==> config.mk <==
export PLATFORM = sky130hd
export DESIGN_NAME = mouse_quadrature_generator
export DESIGN_NICKNAME = d
export VERILOG_FILES = /design/src/hdl/mqg_pkg.sv /design/src/hdl/mqg_core.sv /design/src/hdl/mouse_quadrature_generator.sv
export SDC_FILE = /design/constraint.sdc
export NUM_CORES = 1
export LEC_CHECK = 0
export BUFFER_PORTS_ARGS = -buffer_cell sky130_fd_sc_hd__buf_4
export CAP_MARGIN = 20
export CELL_PAD_IN_SITES_DETAIL_PLACEMENT = 1
export CELL_PAD_IN_SITES_GLOBAL_PLACEMENT = 1
export CORE_UTILIZATION = 47
export DETAILED_ROUTE_END_ITERATION = 8
export MAX_ROUTING_LAYER = met4
export PLACE_DENSITY_LB_ADDON = 0.1
export SLEW_MARGIN = 20
export SYNTH_ARGS = -nofsm -noshare
export SYNTH_HDL_FRONTEND = slang
export SYNTH_SLANG_ARGS = --single-unit
==> constraint.sdc <==
create_clock -name clk -period 4.25 [get_ports clk]
set_input_delay 0.85 -clock clk [delete_from_list [all_inputs] [get_ports clk]]
set_output_delay 0.85 -clock clk [all_outputs]
set_load 0.02 [all_outputs]
==> src/hdl/mqg_pkg.sv <==
// Shared types and constants for the mouse quadrature generator.
// No dependencies; used by mqg_core and mouse_quadrature_generator.
`default_nettype none

package mqg_pkg;

	localparam int PeriodWidth  = 24;
	localparam int DeltaWidth   = 16;
	localparam int PendWidth    = 17;
	localparam int InDataWidth  = 40;
	localparam int OutDataWidth = 8;

	localparam logic [PeriodWidth-1:0] PERIOD_RESET = 24'd22727;

	// quadrature tables, bit i is the level at phase i
	localparam logic [3:0] PHASE_TAB_A = 4'b0011;
	localparam logic [3:0] PHASE_TAB_B = 4'b0110;

	// button bit positions
	localparam int BTN_LEFT   = 0;
	localparam int BTN_RIGHT  = 1;
	localparam int BTN_MIDDLE = 2;

	// action codes
	localparam logic ACT_EVENT = 1'b0;
	localparam logic ACT_TICK  = 1'b1;

	typedef struct packed {
		logic                          action;
		logic [2:0]                    buttons;
		logic signed [DeltaWidth-1:0]  delta_x;
		logic signed [DeltaWidth-1:0]  delta_y;
	} in_item_t;

	// packed MSB first, so horiz_a lands in bit 0
	typedef struct packed {
		logic busy_res;
		logic middle_n;
		logic right_n;
		logic left_n;
		logic vert_b;
		logic vert_a;
		logic horiz_b;
		logic horiz_a;
	} result_t;

endpackage

`default_nettype wire

==> src/hdl/mqg_core.sv <==
// Motion state of the generator: pending counts, phases, step timer, buttons.
// Depends on mqg_pkg. Updates state on step_en and presents the result word.
`default_nettype none

module mqg_core (
	input  wire                                 clk,
	input  wire                                 arst_n,
	input  wire                                 step_en,
	input  wire  mqg_pkg::in_item_t             item,
	input  wire  [mqg_pkg::PeriodWidth-1:0]     period,
	output mqg_pkg::result_t                    result
);

	typedef struct packed {
		logic [1:0]                             phase;
		logic signed [mqg_pkg::PendWidth-1:0]   pend;
	} axis_t;

	axis_t                          horiz_q, vert_q, horiz_d, vert_d;
	logic [mqg_pkg::PeriodWidth-1:0] timer_q, timer_d;
	logic [2:0]                     buttons_q, buttons_d;

	function automatic logic signed [mqg_pkg::PendWidth-1:0] sat_add(
		input logic signed [mqg_pkg::PendWidth-1:0]  acc,
		input logic signed [mqg_pkg::DeltaWidth-1:0] d
	);
		logic signed [mqg_pkg::PendWidth:0] sum;
		sum = {acc[mqg_pkg::PendWidth-1], acc}
			+ {{(mqg_pkg::PendWidth+1-mqg_pkg::DeltaWidth){d[mqg_pkg::DeltaWidth-1]}}, d};
		if (sum > 18'sd65535)
			return 17'sh0FFFF;
		else if (sum < -18'sd65536)
			return 17'sh10000;
		else
			return sum[mqg_pkg::PendWidth-1:0];
	endfunction

	// one step toward zero; phase follows the sign
	function automatic axis_t step_axis(input axis_t a);
		axis_t r;
		r = a;
		if (a.pend > 0) begin
			r.phase = a.phase + 2'd1;
			r.pend  = a.pend - 17'sd1;
		end else if (a.pend < 0) begin
			r.phase = a.phase - 2'd1;
			r.pend  = a.pend + 17'sd1;
		end
		return r;
	endfunction

	always_comb begin
		horiz_d   = horiz_q;
		vert_d    = vert_q;
		timer_d   = timer_q;
		buttons_d = buttons_q;
		if (step_en) begin
			if (item.action == mqg_pkg::ACT_EVENT) begin
				buttons_d    = ~item.buttons;
				horiz_d.pend = sat_add(horiz_q.pend, item.delta_x);
				vert_d.pend  = sat_add(vert_q.pend, item.delta_y);
			end else if (timer_q <= 24'd1) begin
				horiz_d = step_axis(horiz_q);
				vert_d  = step_axis(vert_q);
				timer_d = period;
			end else begin
				timer_d = timer_q - 24'd1;
			end
		end
	end

	always_ff @(posedge clk or negedge arst_n) begin
		if (!arst_n) begin
			horiz_q   <= '0;
			vert_q    <= '0;
			timer_q   <= '0;
			buttons_q <= 3'b111;
		end else begin
			horiz_q   <= horiz_d;
			vert_q    <= vert_d;
			timer_q   <= timer_d;
			buttons_q <= buttons_d;
		end
	end

	always_comb begin
		result.horiz_a  = mqg_pkg::PHASE_TAB_A[horiz_d.phase];
		result.horiz_b  = mqg_pkg::PHASE_TAB_B[horiz_d.phase];
		result.vert_a   = mqg_pkg::PHASE_TAB_A[vert_d.phase];
		result.vert_b   = mqg_pkg::PHASE_TAB_B[vert_d.phase];
		result.left_n   = buttons_d[mqg_pkg::BTN_LEFT];
		result.right_n  = buttons_d[mqg_pkg::BTN_RIGHT];
		result.middle_n = buttons_d[mqg_pkg::BTN_MIDDLE];
		result.busy_res = (horiz_d.pend != '0) || (vert_d.pend != '0);
	end

endmodule

`default_nettype wire

==> src/hdl/mouse_quadrature_generator.sv <==
// Top level of the mouse quadrature generator: stream ports, input and result
// registers, period register. Depends on mqg_pkg and mqg_core.
`default_nettype none

// Each input word is either a mouse event (tuser = 0: buttons and signed
// deltas added to saturating 17-bit pending counts) or a timing tick
// (tuser = 1). Every word yields exactly one result word holding the quadrature
// pin levels, the active-low button lines and a busy flag. One word is taken
// per clock unless the output stalls; each word passes from the input register
// through the state update into the result register. Ticks count down the step
// timer, which reloads from the period register on expiry, so each axis with a
// nonzero pending count steps once every period ticks.
module mouse_quadrature_generator (
	input  wire                                 clk,
	input  wire                                 arst_n,
	input  wire                                 cfg_we,
	input  wire  [mqg_pkg::PeriodWidth-1:0]     cfg_data,
	input  wire                                 s_axis_tvalid,
	output logic                                s_axis_tready,
	// buttons[2:0], delta_x[18:3], delta_y[34:19], zero pad[39:35]
	input  wire  [mqg_pkg::InDataWidth-1:0]     s_axis_tdata,
	// action[0]
	input  wire                                 s_axis_tuser,
	output logic                                m_axis_tvalid,
	input  wire                                 m_axis_tready,
	// horiz_a, horiz_b, vert_a, vert_b, left_n, right_n, middle_n, busy_res
	output logic [mqg_pkg::OutDataWidth-1:0]    m_axis_tdata
);

	logic [mqg_pkg::PeriodWidth-1:0] period_q;
	logic                            valid_s1;
	mqg_pkg::in_item_t               item_s1;
	logic                            valid_s2;
	mqg_pkg::result_t                result_s2;
	mqg_pkg::result_t                core_result;
	logic                            advance;

	assign advance       = valid_s1 && (!valid_s2 || m_axis_tready);
	assign s_axis_tready = !valid_s1 || advance;

	always_ff @(posedge clk or negedge arst_n) begin
		if (!arst_n) begin
			period_q <= mqg_pkg::PERIOD_RESET;
		end else if (cfg_we) begin
			period_q <= cfg_data;
		end
	end

	always_ff @(posedge clk or negedge arst_n) begin
		if (!arst_n) begin
			valid_s1 <= 1'b0;
		end else if (s_axis_tready) begin
			valid_s1 <= s_axis_tvalid;
		end
	end

	always_ff @(posedge clk) begin
		if (s_axis_tready && s_axis_tvalid) begin
			item_s1.action  <= s_axis_tuser;
			item_s1.buttons <= s_axis_tdata[2:0];
			item_s1.delta_x <= s_axis_tdata[18:3];
			item_s1.delta_y <= s_axis_tdata[34:19];
		end
	end

	mqg_core u_core (
		.clk         (clk),
		.arst_n      (arst_n),
		.step_en     (advance),
		.item        (item_s1),
		.period      (period_q),
		.result      (core_result)
	);

	always_ff @(posedge clk or negedge arst_n) begin
		if (!arst_n) begin
			valid_s2 <= 1'b0;
		end else if (advance) begin
			valid_s2 <= 1'b1;
		end else if (m_axis_tready) begin
			valid_s2 <= 1'b0;
		end
	end

	always_ff @(posedge clk) begin
		if (advance) begin
			result_s2 <= core_result;
		end
	end

	assign m_axis_tvalid = valid_s2;
	assign m_axis_tdata  = result_s2;

endmodule

`default_nettype wire

==> run summary <==
status -> finished, final reports clean
initial antenna violation count -> 1
TritonCTS Buffers -> 17
Startpoint Class -> register
Ys Warns -> 0
Post-Syn Area per Cell -> 8.93 um^2
Area growth, synth to finish -> 18.2%
Critical-path top delay cell -> or4_4
port bufs -> 74
Chip Height -> 142 um
Final Hold Vio Count -> 0
Slew HR -> 40.3%
design area -> 10900 um^2
vias in the first global route -> 8871
clk buf depth -> 2
first-pass GRT wire length -> 46.0 mm
Initial Utilization -> 48.7%
Vias -> 8643
kind of critical path -> reg2reg
Primary FF master, synth -> dfrtp_1
post-synthesis mux area share -> 4.01%
HPWL Detailed -> 20.7 mm
clock-pin slew on the worst setup and hold paths -> 0.07 ns
synth top area cells -> dfrtp_1, edfxtp_1, ha_1
H-tree depth -> 4
GRT Residual Overflow -> 0
wire per inst -> 20.3 um
CTS tree -> done
IO Pins -> 80
Die Wd -> 142 um
simple-gate share of the synthesized area -> 22.7%
# setup viols final -> 0
CP arrival -> 4.23 ns
setup TNS -> 0 ns
vias per cell -> 6.17
Nets -> 1240
die area -> 20200 um^2
proportion of layout cells with a drive suffix above 1 -> 19.5%
sequence of cells on the critical path -> inv_1 -> fa_1 -> nand2b_2 -> a21oi_2 -> o211a_4 -> a221oi_1 -> nand2_2 -> a211oi_1 -> or4_4 -> or4b_1 -> nor4_2 -> nand4_1
Synth Area in XOR/XNOR -> 2.84%
Post-Route Utilization -> 57.6%
worst hold path class -> reg2reg
Clock Latency Late Sink -> 0.44 ns
max_cap viols -> 0
Largest stage delay, worst path -> 0.55 ns
leakage power -> 4.37 nW
#FFs+latches synth -> 135
f_max -> 246 MHz
Setup Skew -> 0.0131 ns
main combinational cell family by area after synthesis -> simple AND/OR/NAND/NOR gates
DRT Pass-1 Iters -> 5
Cell Rows -> 50
Period Utilization, post-route -> 95.7%
Crit Path Max Fanout -> 8
complex-gate fraction of the synthesized area -> 21.2%
clock sink total -> 135
synth cell count leaders -> nand2_1, nor2_1, a21oi_1
total global-route track usage -> 30.1%
post-synth top area share -> 21.7%
flop2flop setup slack -> 0.18 ns
Peak VDD IR -> 0.388 mV
Post-DRT Antenna Nets -> 0
Post-Synth Adder-Cell Area -> 6.34%
sequential area share after synthesis -> 39.1%
Post-synth EDFFs -> 44
Area after DPL -> 10300 um^2
most frequent cell after synthesis -> nand2_1
dominant cell type by area after synthesis -> dfrtp_1
initial DRC count -> 569
post-synth net total -> 1149
core box area -> 19000 um^2
fraction of registers with async set/reset -> 67.4%
Worst Path Required -> 4.41 ns
Filler Cell Count -> 2246
Min Clock Period, post-route -> 4.07 ns
area of the mapped netlist -> 9240 um^2
synthesized instance count -> 1035
unrepaired setup endpoints after global routing -> false
Worst-Margin Slew -> 0.895 ns
max-slew violations -> 0
CP endpoint kind -> register
largest net degree at the start of global routing -> 67
Root Driver -> clkbuf_16
P per Cell Area -> 686 nW/um^2
Yosys cell types -> 92
Routed Wire Length -> 28.5 mm
RePlAce Congestion -> 0.922
Residual DRC -> 0
[critical path: cells and delay by family (launching register included)]
family | cells | cell delay (ns)
AND/OR/NAND/NOR | 6 | 2.01
AO/OA/AOI/OAI | 4 | 0.70
flip-flops | 1 | 0.49
adder cells (fa/ha/maj) | 1 | 0.43
buffers and inverters | 1 | 0.17
[stage by stage]
step           setup slack [ns]  hold WS (ns)  instances  power, mW
4_1_cts                  0.0515         0.436       1397       7.44
3_3_place_gp              0.249         0.416       1365       5.68
3_5_place_dp              0.140         0.426       1365       5.81
6_report                  0.184         0.439       1400       7.49
5_1_grt                  0.0342         0.467       1400       7.98
2_1_floorplan             0.707         0.403       1035       4.63
[report_power, final]
group | switching [mW] | internal [mW]
Clock | 0.647 | 0.940
Sequential | 0.453 | 1.70
Combinational | 2.26 | 1.49
Total | 3.36 | 4.13
[sequential cells by signal, summed over array words and instances (netlist names)]
signal and flops:
item_s1 36, u_core.timer_q 24, m_axis_tdata 8, period_q 24
m_axis_tvalid 1, u_core.horiz_q 19, valid_s1 1, u_core.vert_q 19
u_core.buttons_q 3
[cells by family (layout without fill, tap and decap cells)]
| group | count (synthesis) | count (layout) |
|---|---|---|
| and+or+nand+nor | 400 | 400 |
| AOI/OAI and AO/OA | 298 | 298 |
| DFF | 135 | 135 |
| buffers and inverters | 92 | 196 |
| adders and majority gates | 46 | 46 |
| muxes | 34 | 34 |
| xor gates and xnor gates | 30 | 30 |
| other | 0 | 1 |
[layer usage]
layer  vias to the layer above  wire length (um)  global-route usage (%)
li1                       4094                 -                       -
met1                      4312             12400                    35.9
met2                       183             14400                    51.2
met3                        54              1090                    4.98
met4                         0               631                    10.7
met5                         -                 0                       -
[final cells by class]
class	instances	area, um^2	share of cell area (%)
Multi-Input combinational cell	808	5280	48.4
Sequential cell	135	3610	33.1
Timing Repair Buffer	123	923	8.46
Clock buffer	18	429	3.93
Tap cell	260	325	2.98
Clock inverter	14	189	1.73
Inverter	41	154	1.41
Antenna cell	1	2.50	0.0229
[cells in the final DEF (no fill, tap or decap), types with 5 or more instances in the layout]
cell type / netlist / final
o22ai_1: 8 / 8
nand2_1: 89 / 89
o21a_1: 9 / 9
clkbuf_16: 0 / 17
nand4_1: 27 / 27
inv_1: 41 / 41
o211ai_1: 8 / 8
mux2i_1: 10 / 10
edfxtp_1: 44 / 44
ha_1: 42 / 42
dfstp_2: 11 / 11
o21ai_0: 72 / 72
a31oi_1: 9 / 9
and2_1: 7 / 6
nand2b_1: 15 / 15
mux2_2: 24 / 24
nor3_1: 30 / 30
and4_1: 6 / 6
xnor2_1: 17 / 17
or3_1: 17 / 17
a221oi_1: 6 / 6
buf_4: 1 / 123
dfrtp_1: 80 / 79
or4_1: 5 / 5
o31ai_1: 6 / 6
nor2_1: 88 / 87
nor4_1: 19 / 18
nand3_1: 43 / 43
a211oi_1: 16 / 16
and3_1: 13 / 13
xor2_1: 13 / 13
a21oi_1: 84 / 84
a21o_1: 8 / 8
nor2b_1: 9 / 9
a22oi_1: 9 / 9
[path summary, 6_finish.rpt]
kind                                  start                  end  depth (start not counted)
hold / removal                  item_s1[34]  u_core.buttons_q[2]                          1
setup reg to reg           u_core.vert_q[1]      m_axis_tdata[7]                         12
setup / recovery           u_core.vert_q[1]      m_axis_tdata[7]                         12
hold reg to reg                 item_s1[34]  u_core.buttons_q[2]                          1
max in group asynchronous            arst_n    u_core.vert_q[10]                          2
min in group asynchronous            arst_n   u_core.horiz_q[14]                          1
[timing repair]
item	CTS	global route
gates resized for setup	0	2
hold endpoints to repair	0	0
hold buffers	0	0
setup endpoints to repair	0	1
setup buffers	0	2
(Power assumes the default switching activity.)
